--- config.mk ---
export PLATFORM = sky130hd
export DESIGN_NAME = lzssd_queue
export DESIGN_NICKNAME = d
export VERILOG_FILES = /design/src/lzssd_pkg.sv /design/src/lzssd_queue.sv
export SDC_FILE = /design/constraint.sdc
export NUM_CORES = 1
export LEC_CHECK = 0
export BUFFER_PORTS_ARGS = -buffer_cell sky130_fd_sc_hd__buf_2
export CORE_MARGIN = 5
export CORE_UTILIZATION = 61
export DETAILED_ROUTE_END_ITERATION = 12
export PLACE_DENSITY = 0.9
export SYNTH_ARGS = -nofsm -noshare
export SYNTH_HDL_FRONTEND = slang
export SYNTH_SLANG_ARGS = --single-unit
--- constraint.sdc ---
create_clock -name clock -period 7.3 [get_ports clock]
set_input_delay 0.365 -clock clock [delete_from_list [all_inputs] [get_ports clock]]
set_output_delay 0.365 -clock clock [all_outputs]
set_load 0.02 [all_outputs]
--- src/lzssd_pkg.sv ---
// Shared types and constants for the LZSS stream decompressor.
package lzssd_pkg;

   localparam int HIST_DEPTH = 4096;
   localparam int HIST_AW = 12;
   localparam int QUEUE_DEPTH = 4;
   localparam int QUEUE_AW = 2;
   localparam int LEN_W = 5;
   localparam int OUT_LEN_W = 21;
   localparam int CAP_W = 21;

   localparam logic [3:0] ITEMS_PER_FLAG = 4'd8;
   localparam logic [LEN_W-1:0] LEN_BIAS = 5'd3;
   localparam logic [CAP_W-1:0] CAP_RESET = 21'd1048576;

   localparam logic KIND_DATA = 1'b0;
   localparam logic KIND_STATUS = 1'b1;
   localparam logic STATUS_OK = 1'b0;
   localparam logic STATUS_ERR = 1'b1;

   typedef struct packed {
      logic has_data;
      logic is_match;
      logic has_status;
      logic status_err;
      logic [7:0] data;
      logic [HIST_AW-1:0] offset;
      logic [LEN_W-1:0] len;
      logic [HIST_AW-1:0] addr;
      logic [OUT_LEN_W-1:0] length;
   } cmd_type;

endpackage

--- src/lzssd_queue.sv ---
// Small command queue between the parser and the copy engine.
module lzssd_queue (
   input  logic clock,
   input  logic reset,
   input  logic push,
   input  lzssd_pkg::cmd_type push_cmd,
   output logic full,
   input  logic pop,
   output lzssd_pkg::cmd_type pop_cmd,
   output logic empty
);
   import lzssd_pkg::*;

   cmd_type entry_ff [QUEUE_DEPTH];
   logic [QUEUE_AW-1:0] wr_ptr_ff, wr_ptr_in;
   logic [QUEUE_AW-1:0] rd_ptr_ff, rd_ptr_in;
   logic [QUEUE_AW:0] count_ff, count_in;

   assign full = (count_ff == (QUEUE_AW+1)'(QUEUE_DEPTH));
   assign empty = (count_ff == '0);
   assign pop_cmd = entry_ff[rd_ptr_ff];

   assign wr_ptr_in = push ? wr_ptr_ff + QUEUE_AW'(1) : wr_ptr_ff;
   assign rd_ptr_in = pop ? rd_ptr_ff + QUEUE_AW'(1) : rd_ptr_ff;
   assign count_in = count_ff + (QUEUE_AW+1)'(push) - (QUEUE_AW+1)'(pop);

   always_ff @(posedge clock) begin
      if (reset) begin
         wr_ptr_ff <= '0;
         rd_ptr_ff <= '0;
         count_ff <= '0;
      end else begin
         wr_ptr_ff <= wr_ptr_in;
         rd_ptr_ff <= rd_ptr_in;
         count_ff <= count_in;
      end
   end

   always_ff @(posedge clock) begin
      if (push) begin
         entry_ff[wr_ptr_ff] <= push_cmd;
      end
   end

   assert property (@(posedge clock) disable iff (reset) (push |-> !full) and (pop |-> !empty))
      else $error("queue overrun or underrun");

endmodule

# ---- Yosys cells after proc, flatten, opt, wreduce, memory -nomap -nowiden
# Memories as Yosys holds them, arrays and structs flattened. A register that Yosys moved wholly into a read port is not among the register bits.
# Cells that the tools add are included.
dict set report word_totals {
  reg_bits 7
  latchBits 0
  ramBits 248
  mem_bits_ro 0
  inputBits 66
  output_inout_bits 64
  elab_cells 14
  memories 1
}
# name words word_bits rd rd_ports_with_merged_regs write_ports line
set mem_list {}
lappend mem_list {entry_ff 4 62 1 1 1 lzssd_queue.sv:14} ;# cmd_type entry_ff [QUEUE_DEPTH];
dict set report op_classes {
  add_sub_neg 4
  multipliers 0
  div_mod_pow 0
  order_cmp 0
  eq_ne 1
  n_shift 0
  muxes 4
  bitwise 0
  n_reduce_logical 1
}
# operator count
set ops {}
lappend ops {{$add A2 B1 Y2 const B} 2}
lappend ops {{$mux W2} 2}
lappend ops {{$add A3 B1 Y3} 1}
lappend ops {{$eq A3 B3 Y1 const B} 1}
lappend ops {{$logic_not A3 Y1} 1}
lappend ops {{$sub A3 B1 Y3} 1}
lappend ops {{$mux W1} 2}

# ---- Logic depth before layout (Yosys ltp)
dict set report depth {
  ltp_word 3
  mapped_depth 7
  mapped_depth_nobuf 7
}

# ---- Least setup slack after synthesis
# No wires, ideal clock.
dict set report synth_timing {
  kind {flip-flop to flip-flop}
  start {reg wr_ptr_ff[0]}
  end {mem entry_ff[0][0] in the netlist's numbering, enable pin}
  setup_time_ns 0.426
  arrival_ns 2.003
  path_slack_ns 4.871
  path_stages_with_launch 4
  n_path_buf 0
  synth_period_minus_slack_ns 2.429
  path_cell_list {dfxtp_1 > inv_1 > ha_1 > and2_1}
}
# item line
set synth_lines {}
lappend synth_lines {{from (decl)} lzssd_queue.sv:15} ;# logic [QUEUE_AW-1:0] wr_ptr_ff, wr_ptr_in;
lappend synth_lines {{from (signal assigned)} lzssd_queue.sv:33} ;# wr_ptr_ff <= wr_ptr_in;
lappend synth_lines {{to (decl)} lzssd_queue.sv:14}
# No word-level cell before the write port.

==> flow_summary.yaml <==
status:
  status: "finished, final reports clean"
final_layout:
  final_util_pct: 72.0
  nNetsFinal: 582
  final_cells: 716
  syn_to_final_growth_pct: 15.7
  design_area_um2: 10900
  drive_gt1_share_pct: 43.8
sta:
  timing.final.ws_setup_ns: 4.21
  drv_slew: 0
  layout_min_cycle_time_ns: 3.09
  whs_ns: 0.0643
  totalNegativeSetupSlack_ns: 0
  finalClockSkew_ns: 0.0179
  setup_viol: 0
  fin_crit_sh_pct: 42.3
  tightest_slew_ns: 0.962
  slew_headroom_pct: 35.8
  rsz0062_at_grt: "no"
  fmax_mhz: 324
  hold_violations: 0
floorplanning:
  num_rows: 45
  initial_core_util_pct: 62.2
  core_um2: 15200
  ios: 130
  dieArea_um2: 18100
  dieWidth_um: 135
  dieHeight_um: 135
placement:
  place_congestion: 0.705
  dpl_cell_area_um2: 10200
  place_ws_ns: 4.64
  detailed_place_hpwl_um: 9580
  io_buffers: 129
  post-place-cells: 670
detailed_routing:
  dr.first_iter.drc_count: 208
  vias: 4184
  drc: 0
  ant_nets: 0
  vias_per_cell: 5.84
  wl_um: 16400
  drtPass1Iterations: 5
  wl_per_cell_um: 22.9
setup_path:
  rrSetupSlack_ns: 5.50
  endpoint: "pop_cmd[2]"
  r2r_end: "count_ff[2]$_SDFF_PP0_"
  arrival_ns: 2.73
  worstPathCellList: "buf_4 -> mux4_2 -> buf_2"
  cp-start-kind: "flop"
  crit_slowest_cell: "dfxtp_4"
  critical_path_class: "reg -> out"
  end_kind: "primary output"
  required_ns: 6.93
  r2r_start: "count_ff[0]$_SDFF_PP0_"
  cp_max_fo: 33
  cpPeakStageDelay_ns: 0.73
  ff2ff_path_depth: 7
grt:
  antenna_found_initial: 1
  grt_pass1_vias: 4587
  grt_pass1_wl_um: 25600
  overflow: 0
  grt_max_degree: 63
  grtUsageTotal_pct: 18.5
yosys:
  yosysWarnings: 0
  synth.cell_area_um2: 9460
  synthDistinctLibCells: 22
  avgSynthCellArea_um2: 25.8
  yosysSeqAreaShare_pct: 80.7
  syn_inst: 366
  ys_seq_elements: 257
  syn-num-nets: 439
clocking:
  ctsResizeCount: 0
  h-tree-depth: 1
  clock_path_buffers: 3
  insertion_delay_ns: 0.51
  cts_tree: "built"
  post-cts-setup-buffers: 0
  clk_pin_slew_worst_paths_ns: 0.06
  ctsHoldBuffers: 0
  cts_sinks: 257
  root_buffer: "clkbuf_16"
  cts_made_buffers: 25
pwr:
  p_clk_share_pct: 36.1
  p_comb_share_pct: 10.2
  pwr-share-seq_pct: 53.8
  p_int_mw: 2.51
  power_density_nw_per_um2: 295
  ir_drop_v: 0.000199
  sw_frac_of_total_pct: 22.4
  p_switching_mw: 0.722
  power_mw: 3.23
  power_leakage_nw: 3.72
flow_run:
  cap_violations: 0
min_path:
  hold_path.class: "in -> reg"
## layout make-up
cell class / instances / area, um^2
Sequential cell: 257 / 7630
Fill cell: 895 / 4260
Multi-Input combinational cell: 89 / 1650
Clock buffer: 33 / 656
Timing Repair Buffer: 130 / 653
Tap cell: 188 / 235
Clock inverter: 12 / 87.6
Inverter: 6 / 22.5
Antenna cell: 1 / 2.50
## cells by family (layout without fill, tap and decap cells)
kind of cell	count (synthesis)	count (layout)	synth area share [%]
other cells	0	1	0
fa+ha+maj	7	7	1.01
simple gates	14	14	0.794
flops	257	257	80.7
compound gates	2	2	0.159
xor+xnor	3	3	0.437
mux	63	63	15.0
buf+inv	20	181	1.98
## Yosys cell counts
cell / n / share of area (%)
nand3b_1: 1 / 0.079
mux4_1: 2 / 0.56
fa_1: 1 / 0.21
nor2_1: 5 / 0.20
and3_1: 1 / 0.066
nor2b_1: 2 / 0.13
mux4_2: 60 / 14
xor3_1: 1 / 0.25
inv_1: 6 / 0.24
a21bo_2: 1 / 0.11
xnor2_1: 2 / 0.19
clkbuf_1: 1 / 0.040
a21oi_1: 1 / 0.053
mux2i_1: 1 / 0.11
ha_1: 6 / 0.79
buf_2: 6 / 0.32
edfxtp_1: 248 / 79
and2_1: 4 / 0.26
buf_12: 6 / 1.3
buf_6: 1 / 0.12
dfxtp_1: 9 / 1.9
nor3_1: 1 / 0.053
## worst min-delay path by stage
stage / cells past startpoint / start / to
6_report: 1 / push_cmd[40] / entry_ff[0][40]$_DFFE_PP_
5_1_grt: 1 / push_cmd[31] / entry_ff[3][31]$_DFFE_PP_
4_1_cts: 1 / push_cmd[40] / entry_ff[0][40]$_DFFE_PP_
3_5_place_dp: 2 / rd_ptr_ff[0]$_SDFFE_PP0P_ / flop
3_3_place_gp: 2 / rd_ptr_ff[1]$_SDFFE_PP0P_ / flop
2_1_floorplan: 1 / reset / count_ff[0]$_SDFF_PP0_
## power by group through the flow
stage	Combinational, mW	Clock (mW)	Sequential (mW)
after global routing	0.353	1.25	1.74
after CTS	0.336	1.19	1.74
final	0.329	1.16	1.74
after floorplan	0.247	0	1.74
after detailed placement	0.334	0	1.77
after global placement	0.323	0	1.76
## critical path: cells and delay by family (launching register included)
family / cells / cell delay, ns
buf+inv: 2 / 0.84
mux: 1 / 0.63
flops: 1 / 0.73
## cell usage in the layout, fill, tap and decap left out
master      count
ha_1            6
xor3_1          1
clkinv_1        3
fa_1            1
diode_2         1
nand3b_1        1
edfxtp_1      248
nor2_1          5
buf_4           1
and2_4          4
nor2b_1         2
clkbuf_16      25
dfxtp_1         7
clkbuf_1        8
clkinvlp_4      1
xnor2_1         2
and3_1          1
mux4_2         60
a21bo_2         1
nor3_1          1
inv_1           6
clkinv_2        6
bufinv_16       1
dfxtp_4         2
mux2i_1         1
inv_6           1
a21oi_1         1
mux4_1          2
buf_2         129
## layer usage
metal / up-vias / share of wire (%) / track usage (%) / wire (um)
met3: 37 / 6.6 / 3.84 / 1080
met4: 2 / 2.5 / 5.37 / 410
met2: 142 / 52 / 32.7 / 8590
met1: 2156 / 38 / 23.6 / 6300
li1: 1847 / - / - / -
met5: - / 0.043 / 0 / 7
## sequential cells by signal (all words and copies together), names as in the netlist, named ones only
| register | flops |
|---|---|
| entry_ff | 248 |
| wr_ptr_ff | 2 |
| count_ff | 3 |
| rd_ptr_ff | 2 |
(Power assumes the default switching activity.)
