**src/lzssd_pkg.sv**
```systemverilog
// Shared types and constants for the LZSS stream decompressor.
package lzssd_pkg;

   localparam int HIST_DEPTH = 4096;
   localparam int HIST_AW = 12;
   localparam int QUEUE_DEPTH = 4;
   localparam int QUEUE_AW = 2;
   localparam int LEN_W = 5;
   localparam int OUT_LEN_W = 21;
   localparam int CAP_W = 21;

   localparam logic [3:0] ITEMS_PER_FLAG = 4'd8;
   localparam logic [LEN_W-1:0] LEN_BIAS = 5'd3;
   localparam logic [CAP_W-1:0] CAP_RESET = 21'd1048576;

   localparam logic KIND_DATA = 1'b0;
   localparam logic KIND_STATUS = 1'b1;
   localparam logic STATUS_OK = 1'b0;
   localparam logic STATUS_ERR = 1'b1;

   typedef struct packed {
      logic has_data;
      logic is_match;
      logic has_status;
      logic status_err;
      logic [7:0] data;
      logic [HIST_AW-1:0] offset;
      logic [LEN_W-1:0] len;
      logic [HIST_AW-1:0] addr;
      logic [OUT_LEN_W-1:0] length;
   } cmd_type;

endpackage

```
**src/lzssd_front.sv**
```systemverilog
// Parser that turns compressed bytes into literal, match and status commands.
module lzssd_front #(
   parameter int COUNT_BITS = 21
) (
   input  logic clock,
   input  logic reset,
   input  logic req_valid,
   output logic req_stall,
   input  logic [7:0] req_in_byte,
   input  logic req_block_end,
   input  logic csr_wr_en,
   input  logic [lzssd_pkg::CAP_W-1:0] csr_wr_data,
   output logic push,
   output lzssd_pkg::cmd_type push_cmd,
   input  logic queue_full
);
   import lzssd_pkg::*;

   localparam int EXT_W = (COUNT_BITS > OUT_LEN_W) ? COUNT_BITS : OUT_LEN_W;
   localparam int CMP_W = EXT_W + 1;
   localparam logic [CMP_W-1:0] MAX_W = CMP_W'({COUNT_BITS{1'b1}});
   localparam logic [CMP_W-1:0] CAP_RST_W =
      (CMP_W'(CAP_RESET) > MAX_W) ? MAX_W : CMP_W'(CAP_RESET);

   logic [COUNT_BITS-1:0] pc_ff, pc_in;
   logic [7:0] flags_ff, flags_in;
   logic [3:0] idx_ff, idx_in;
   logic exp_low_ff, exp_low_in;
   logic [7:0] thigh_ff, thigh_in;
   logic err_ff, err_in;
   logic [COUNT_BITS-1:0] cap_ff, cap_in;

   logic accept;
   logic [CMP_W-1:0] pc_c, cap_c, offset_c, len_c, wd_c, cap_sat;
   logic [HIST_AW-1:0] offset;
   logic [LEN_W-1:0] len;
   logic [3:0] next_idx;
   logic match_bad, lit_bad;
   logic [EXT_W-1:0] pc_wide;
   cmd_type cmd;

   assign req_stall = queue_full;
   assign accept = req_valid && !req_stall;

   assign offset = {thigh_ff, req_in_byte[7:4]};
   assign len = LEN_W'(req_in_byte[3:0]) + LEN_BIAS;
   assign pc_c = CMP_W'(pc_ff);
   assign cap_c = CMP_W'(cap_ff);
   assign offset_c = CMP_W'(offset);
   assign len_c = CMP_W'(len);
   assign match_bad = (offset == '0) || (offset_c > pc_c) || ((pc_c + len_c) > cap_c);
   assign lit_bad = (pc_c >= cap_c);
   assign next_idx = (idx_ff + 4'd1 >= ITEMS_PER_FLAG) ? ITEMS_PER_FLAG : idx_ff + 4'd1;

   assign wd_c = CMP_W'(csr_wr_data);
   assign cap_sat = (wd_c > MAX_W) ? MAX_W : wd_c;
   assign cap_in = csr_wr_en ? cap_sat[COUNT_BITS-1:0] : cap_ff;

   always_comb begin
      pc_in = pc_ff;
      flags_in = flags_ff;
      idx_in = idx_ff;
      exp_low_in = exp_low_ff;
      thigh_in = thigh_ff;
      err_in = err_ff;
      cmd = '0;
      pc_wide = '0;
      if (!err_ff) begin
         priority if (idx_ff >= ITEMS_PER_FLAG) begin
            flags_in = req_in_byte;
            idx_in = '0;
         end else if (exp_low_ff) begin
            exp_low_in = 1'b0;
            if (match_bad) begin
               err_in = 1'b1;
            end else begin
               cmd.has_data = 1'b1;
               cmd.is_match = 1'b1;
               cmd.offset = offset;
               cmd.len = len;
               cmd.addr = pc_ff[HIST_AW-1:0];
               pc_in = pc_ff + COUNT_BITS'(len);
               idx_in = next_idx;
            end
         end else if (flags_ff[idx_ff[2:0]]) begin
            if (lit_bad) begin
               err_in = 1'b1;
            end else begin
               cmd.has_data = 1'b1;
               cmd.data = req_in_byte;
               cmd.addr = pc_ff[HIST_AW-1:0];
               pc_in = pc_ff + COUNT_BITS'(1);
               idx_in = next_idx;
            end
         end else begin
            thigh_in = req_in_byte;
            exp_low_in = 1'b1;
         end
      end
      if (req_block_end) begin
         pc_wide = EXT_W'(pc_in);
         cmd.has_status = 1'b1;
         cmd.status_err = err_in || exp_low_in;
         cmd.length = (err_in || exp_low_in) ? '0 : pc_wide[OUT_LEN_W-1:0];
         pc_in = '0;
         flags_in = '0;
         idx_in = ITEMS_PER_FLAG;
         exp_low_in = 1'b0;
         thigh_in = '0;
         err_in = 1'b0;
      end
   end

   assign push = accept && (cmd.has_data || cmd.has_status);
   assign push_cmd = cmd;

   always_ff @(posedge clock) begin
      if (reset) begin
         pc_ff <= '0;
         flags_ff <= '0;
         idx_ff <= ITEMS_PER_FLAG;
         exp_low_ff <= 1'b0;
         thigh_ff <= '0;
         err_ff <= 1'b0;
         cap_ff <= CAP_RST_W[COUNT_BITS-1:0];
      end else begin
         cap_ff <= cap_in;
         if (accept) begin
            pc_ff <= pc_in;
            flags_ff <= flags_in;
            idx_ff <= idx_in;
            exp_low_ff <= exp_low_in;
            thigh_ff <= thigh_in;
            err_ff <= err_in;
         end
      end
   end

   // An error always leaves the parser between tokens.
   assert property (@(posedge clock) disable iff (reset) err_ff |-> !exp_low_ff)
      else $error("token pending while in error");
   // A token low byte is only expected inside a flag group.
   assert property (@(posedge clock) disable iff (reset)
      exp_low_ff |-> (idx_ff < ITEMS_PER_FLAG))
      else $error("token pending outside a flag group");

endmodule

```
**config.mk**
```make
export PLATFORM = sky130hd
export DESIGN_NAME = lzssd_front
export DESIGN_NICKNAME = d
export VERILOG_FILES = /design/src/lzssd_pkg.sv /design/src/lzssd_front.sv
export SDC_FILE = /design/constraint.sdc
export NUM_CORES = 1
export LEC_CHECK = 0
export BUFFER_PORTS_ARGS = -buffer_cell sky130_fd_sc_hd__buf_2
export CAP_MARGIN = 20
export CORE_UTILIZATION = 54
export CTS_BUF_LIST = sky130_fd_sc_hd__clkbuf_4 sky130_fd_sc_hd__clkbuf_8 sky130_fd_sc_hd__clkbuf_16
export DETAILED_ROUTE_END_ITERATION = 16
export HOLD_SLACK_MARGIN = 0.1
export MAX_ROUTING_LAYER = met4
export PLACE_DENSITY = 0.76
export SYNTH_ARGS = -nofsm -noshare
export SYNTH_HDL_FRONTEND = slang
export SYNTH_SLANG_ARGS = --single-unit
```
**constraint.sdc**
```tcl
create_clock -name clock -period 15.8 [get_ports clock]
set_clock_uncertainty 0.05 [all_clocks]
set_input_delay 3.95 -clock clock [delete_from_list [all_inputs] [get_ports clock]]
set_output_delay 3.95 -clock clock [all_outputs]
set_load 0.02 [all_outputs]
```
---- Word-level counts from Yosys, hierarchy flattened ----
Index checks and enable logic that the tools add are counted.
operators by class
  add/subtract/negate cells ............... 5
  equal/unequal tests ..................... 6
  reduce and logical (&&, ||, !) cells .... 13
  magnitude comparators ................... 7
  mux-type cells .......................... 58
operators by type and width
  cell                   number
  $mux 21                10
  $mux 8                 11
  $mux 37                2
  $mux 12                3
  $mux 4                 8
  $mux 29                1
  $add 21x5->22          1
  $gt 22x21->1           1
  $add 21x1->21 const B  1
  $add 21x5->21          1
  $ge 21x21->1           1
  $gt 12x21->1           1
  $gt 21x21->1 const B   1
  $mux 1                 17
  $mux 17                1
  $logic_not 12->1       1
  $reduce_and 5->1       2
  $ge 4x4->1 const B     2
  $mux 2                 4
  $ne 2x2->1 const B     4
  $ne 4x3->1 const B     2
  $add 4x2->5 const B    1
  $add 4x1->4 const B    1
  $logic_or 1x1->1       4
  other kinds (7)        8
word-level totals
  output and inout bits ................... 64
  register bits ........................... 64
  input bits .............................. 35
  logic and storage cells ................. 96

---- Depth between registers and ports, before layout ----
Gate-level depths: netlist of the first run.
  word-level depth ........................ 12
  gate-level depth with buffers ........... 26
  gate-level depth less buffers ........... 23

---- Worst setup path after synthesis of the first run ----
Ideal clock, no wire load.
  path kind ............................... input port to output port
  from .................................... input req_in_byte[0]
  to ...................................... output push_cmd[13] in the netlist's numbering
  stages on the path ...................... 24
  path slack .............................. 3.194 ns
  path buffers ............................ 2
  arrival ................................. 8.606 ns
  required time ........................... 11.800 ns
  path through ............................ inv_1 -> ha_1 -> fa_1 -> nor2b_1 -> o21ai_0 -> a21boi_0 -> nor2_1 -> nor2_1 -> and2_1 -> clkbuf_1 -> nand2_1 -> xnor2_1 -> ha_1 -> nand3_1 -> or3_1 -> nand2b_1 -> a221o_1 -> nor3_4 -> nand2_4 -> inv_4 -> a31o_2 -> nand2_1 -> buf_2 -> a311oi_1
RTL lines
  item         RTL line           RTL
  from (decl)  lzssd_front.sv:9   input logic [7:0] req_in_byte,
  to (decl)    lzssd_front.sv:14  output lzssd_pkg::cmd_type push_cmd,

==> metrics.txt, run 1 <==
outcome completed; share of cells above drive strength 1 16.7%; number of I/O pins 99; gr usage total 33.5%; Mapped Nets 839; hold_buf cts 0; slew margin rel. 34.5%; H-tree levels 3; Synth cell types 73; CP endpoint kind primary output; drt total wl 17400 um; Layout area overhead 11.7%; initial core utilization 55.4%; Design Area, Final 6350 um^2; first-pass GRT wire length 28300 um; I/O Buffers 98; cells after synthesis 739; Power per Cell Area 61.1 nW/um^2; WP data arrival 10030 ps; die area 10900 um^2; CTS root buf clkbuf_8; Mean Syn Cell Area 7.70 um^2; Max Fclk 71.3 MHz; Min-Delay Endpoint cap_ff[18]; Nets 901; Max clock buf depth 2; number of synthesized register bits 64; max cap viols 0; Hold Startpoint cap_ff[18]; hold slack 449 ps; prevailing post-synth register cell dfxtp_1; Max rail drop VDD 51.4 uV; RR Startpoint pc_ff[0]; hold path cells 2; CTS Buf Count 9; routed via count 5662; hpwl dp 13000 um; Tmin final 14030 ps; Slew @ Worst Pin 983 ps; Seq/Total Area, Yosys 22.5%; largest net degree at the start of global routing 45; DRT antenna net count 0; # clock sinks 64; Hold Path Class reg2reg; CP Launch Type input port; Worst Slack Setup Final 1770 ps; Setup Total Neg Slack 0 ps; iteration-0 DRC count of the detailed router 354; Crit Path Max Fanout 21; critical path class in2out; Die X 105 um; RSZ-0062 raised after global routing false; total grt overflow 0; row cnt 37; synth warn 0; Residual DRC 0; wire length per cell 18.5 um; R2R cell count 22; reg-to-reg slack, setup 9490 ps; Mapped Area 5690 um^2; share of flip-flops with an asynchronous set or reset 0%; Final period util 88.8%; clock-pin slew of the registers on the worst-case setup and hold paths 90 ps; Fillers 1000; Core ar. 10300 um^2; post-CTS sizing 0; Post-synth EDFFs 0; leakage 2.88 nW; final number of setup-violating endpoints 0; TritonCTS clock tree built; worst skew pair latency 360 ps; antenna violations before repair 0; count of final hold-check violations 0; Final Max Slew Viols 0; Tot Pwr 388 uW; number of global-route vias before repair 5536; vias per cell 6.01; first-pass detailed-route iteration total 5; placed cell areas 6150 um^2; required time worst endpoint 11800 ps; die height 105 um; antenna fix cells 0; Setup Fix Bufs, Post-CTS 0; RR Endpoint pc_ff[15]; pre-CTS setup slack 1820 ps; placer congestion estimate 0.968; CP startpoint req_in_byte[0]
## registers in the layout, summed over array words and instances (netlist names)
| register | cells |
|---|---|
| cap_ff | 21 |
| err_ff | 1 |
| exp_low_ff | 1 |
| flags_ff | 8 |
| idx_ff | 4 |
| pc_ff | 21 |
| thigh_ff | 8 |
## where the power goes
part	total (mW)	internal [mW]	switching (mW)	leakage [nW]
registers	0.169	0.166	0.00345	0.521
logic	0.0642	0.0237	0.0405	2.27
clock network	0.155	0.0775	0.0775	0.0907
## how the worst max path moves through the flow
stage / to / slack [ps] / cells past startpoint
floorplan: push_cmd[13] / 3190 / 24
global placement: push_cmd[13] / 2100 / 24
detailed placement: push_cmd[13] / 1820 / 24
CTS: push_cmd[13] / 1830 / 24
global route: push_cmd[13] / 1290 / 24
finish: push_cmd[13] / 1770 / 24
## per-layer routing
metal / up-vias / part of all wire (%) / track usage (%)
met4: 0 / 2.7 / 12.3
met2: 252 / 47 / 54.8
met3: 44 / 6.9 / 5.43
met1: 2608 / 43 / 41.6
met5: - / 0 / -
li1: 2758 / - / -
## cells in the mapped netlist, types with 3 or more instances
library cell	count	area, um^2
xnor2_1	20	175
nor4_1	13	81.3
ha_1	64	801
and3_1	5	31.3
o21a_1	3	22.5
mux2i_1	43	430
nor2_1	90	338
o31ai_1	4	30.0
xor2_1	7	61.3
o21ai_1	4	20.0
a21oi_1	39	195
or4_1	7	52.6
o32ai_1	4	35.0
o211ai_1	12	90.1
a22oi_1	3	22.5
nand2b_1	7	43.8
nand2_1	52	195
a31oi_1	6	37.5
o22ai_1	3	18.8
a211oi_1	6	45.0
clkbuf_1	33	124
inv_1	50	188
o21ai_0	27	135
dfxtp_1	64	1280
buf_2	8	40.0
and2_1	27	169
nand4_1	11	68.8
o31a_1	3	26.3
a21o_1	6	45.0
or3_1	10	62.6
buf_4	4	30.0
nor3_1	17	85.1
nor2b_1	7	43.8
nand3_1	28	140
## cell families after synthesis
family / after synthesis / synth area share, %
mux: 46 / 8.62
simple gates: 288 / 25.6
compound gates: 147 / 17.2
xor+xnor: 27 / 4.16
buf+inv: 102 / 7.48
fa+ha+maj: 65 / 14.4
flops: 64 / 22.5
## through the flow
step | utilization, % | std cells
2_1_floorplan | - | 739
3_3_place_gp | 59.8 | 926
3_5_place_dp | 59.8 | 926
4_1_cts | 61.8 | 942
5_1_grt | 61.8 | 942
6_report | 61.8 | 942
## final cells by class
type                            count  area (um^2)  area share, %
Clock buffer                       10          138           2.17
Sequential cell                    64         1280           20.2
Tap cell                          136          170           2.68
Inverter                           53          201           3.17
Timing Repair Buffer              100          505           7.96
Multi-Input combinational cell    573         3990           62.8
Clock inverter                      6         68.8           1.08
## cell usage in the layout (no fill, tap or decap), drive strengths merged, types with 27 or more instances in the layout
| cell | count |
|---|---|
| buf | 100 |
| nor2 | 90 |
| ha | 64 |
| dfxtp | 64 |
| nand2 | 53 |
| inv | 51 |
| mux2i | 43 |
| a21oi | 41 |
| o21ai | 31 |
| nand3 | 28 |
| and2 | 27 |
## critical path, cell delays in order
cell	delay, ps
buf_2	100
inv_1	80
ha_1	360
fa_1	450
nor2b_1	120
o21ai_0	110
a21boi_0	350
nor2_1	110
nor2_1	300
and2_1	320
nand2_1	100
xnor2_1	130
ha_1	310
nand3_1	90
or3_1	380
nand2b_1	150
a221o_1	420
nor3_4	500
nand2_4	190
inv_4	200
a31o_2	150
nand2_1	480
a311oi_1	430
buf_2	230
Power figures use the tool's default switching activity.
==> run 2: changes to the inputs <==
CORE_UTILIZATION = 50   (was 54)
PLACE_DENSITY = 0.72   (was 0.76)
==> run 2 against run 1 <==
  * Critical path depth is the same
  * Worst setup slack lost 54 ps
  * Register-to-register slack gained 50 ps
  * Sequential power is essentially flat
  * Total power grew 18%
  * Worst hold slack lost 9.1 ps
  * Non-clock buffer count is the same
  * Wire length grew 2.9%
  * Maximum frequency shrank 0.38%
  * Clock-buffer cell count shrank 1
  * Sequential share of layout area shrank 0.39 points
  * Flip-flop and latch count is the same
==> metrics.txt, run 2 (synthesized netlist as in run 1, its figures left out) <==
wire length per cell 18.9 um; most frequent cells in the layout buf_2, nor2_1, ha_1, dfxtp_1, nand2_1; Die X 109 um; first-pass detailed-route iteration total 5; required time worst endpoint 11800 ps; Max clock buf depth 2; # clock sinks 64; Worst Slack Setup Final 1710 ps; hold slack 440 ps; Power per Cell Area 70.7 nW/um^2; CTS root buf clkbuf_16; Layout area overhead 13.9%; Min-Delay Endpoint flags_ff[3]; Setup Total Neg Slack 0 ps; clock-pin slew of the registers on the worst-case setup and hold paths 60 ps; antenna violations before repair 0; share of cells above drive strength 1 16.7%; Regs by FF count cap_ff: 21 flops, pc_ff: 21 flops; iteration-0 DRC count of the detailed router 430; hpwl dp 13500 um; worst skew pair latency 340 ps; largest net degree at the start of global routing 45; placer congestion estimate 0.934; hold_buf cts 0; H-tree levels 3; CP endpoint kind primary output; RSZ-0062 raised after global routing false; number of I/O pins 99; Setup Fix Bufs, Post-CTS 0; initial core utilization 51.8%; Core ar. 11000 um^2; die height 109 um; row cnt 38; area of the multi-input gates 3990 um^2; Fillers 1040; R2R cell count 22; I/O Buffers 98; hold path cells 2; routed via count 5696; Final Max Slew Viols 0; Hold Startpoint flags_ff[3]; DRT antenna net count 0; Residual DRC 0; first-pass GRT wire length 27800 um; antenna fix cells 0; gr usage total 31.9%; CP Launch Type input port; final number of setup-violating endpoints 0; Max Fclk 71.0 MHz; CTS Buf Count 9; critical path class in2out; number of global-route vias before repair 5286; post-CTS sizing 0; reg-to-reg slack, setup 9540 ps; Nets 901; vias per cell 6.02; drt total wl 17900 um; Final period util 89.2%; Hold Path Class reg2reg; max cap viols 0; RR Endpoint pc_ff[15]; Crit Path Max Fanout 21; slew margin rel. 26.6%; count of final hold-check violations 0; Max rail drop VDD 50.6 uV; die area 11800 um^2; pre-CTS setup slack 1800 ps; Reg area 1280 um^2; commonest non-fill, non-tap cell in the layout buf_2; WP data arrival 10090 ps; total grt overflow 0; RR Startpoint pc_ff[0]; leakage 2.95 nW; TritonCTS clock tree built; outcome completed; Tmin final 14090 ps; Slew @ Worst Pin 1100 ps
==> run 2: worst max-delay path by stage <==
stage	slack, ps	depth (start not counted)	startpoint	end
after floorplan	3190	24	req_in_byte[0]	push_cmd[13]
after global placement	2040	24	req_in_byte[0]	push_cmd[13]
after detailed placement	1800	24	req_in_byte[0]	push_cmd[13]
after CTS	1780	24	req_in_byte[0]	push_cmd[13]
after global routing	1270	24	req_in_byte[0]	push_cmd[13]
final	1710	24	req_in_byte[0]	push_cmd[13]
==> run 2: layout make-up <==
type / instances / area share, %
flip-flops and latches: 64 / 19.8
clock buffers: 9 / 3.48
inverters: 53 / 3.11
well taps: 140 / 2.70
repair buffers: 100 / 7.80
multi-input cells: 573 / 61.5
clock inverters: 7 / 1.58
==> run 2: per-stage QoR <==
stage | power, mW | std cells | utilization (%) | instance area (um^2)
after detailed placement | 0.237 | 930 | 56.0 | 6150
after CTS | 0.459 | 946 | 59.0 | 6480
after floorplan | 0.218 | 739 | - | 5690
after global placement | 0.235 | 930 | 56.0 | 6150
final | 0.458 | 946 | 59.0 | 6480
after global routing | 0.474 | 946 | 59.0 | 6480
==> run 2: routing by layer <==
metal | vias up | track usage (%) | share of wire, %
li1 | 2763 | - | -
met1 | 2670 | 38.6 | 44
met2 | 221 | 52.3 | 47
met3 | 42 | 6.04 | 6.1
met4 | 0 | 12.6 | 2.8
met5 | - | - | 0
==> run 2: where the power goes <==
group	total, mW	internal (mW)	switching [mW]
registers	0.169	0.166	0.00335
logic	0.0649	0.0238	0.0411
clock network	0.224	0.140	0.0836
==> run 2: worst max-delay path, stage by stage <==
cell	delay (ps)
buf_2	100
inv_1	80
ha_1	370
fa_1	450
nor2b_1	120
o21ai_0	110
a21boi_0	380
nor2_1	110
nor2_1	280
and2_1	310
nand2_1	90
xnor2_1	130
ha_1	300
nand3_1	90
or3_1	370
nand2b_1	150
a221o_1	430
nor3_4	500
nand2_4	200
inv_4	220
a31o_2	150
nand2_1	470
a311oi_1	470
buf_2	230
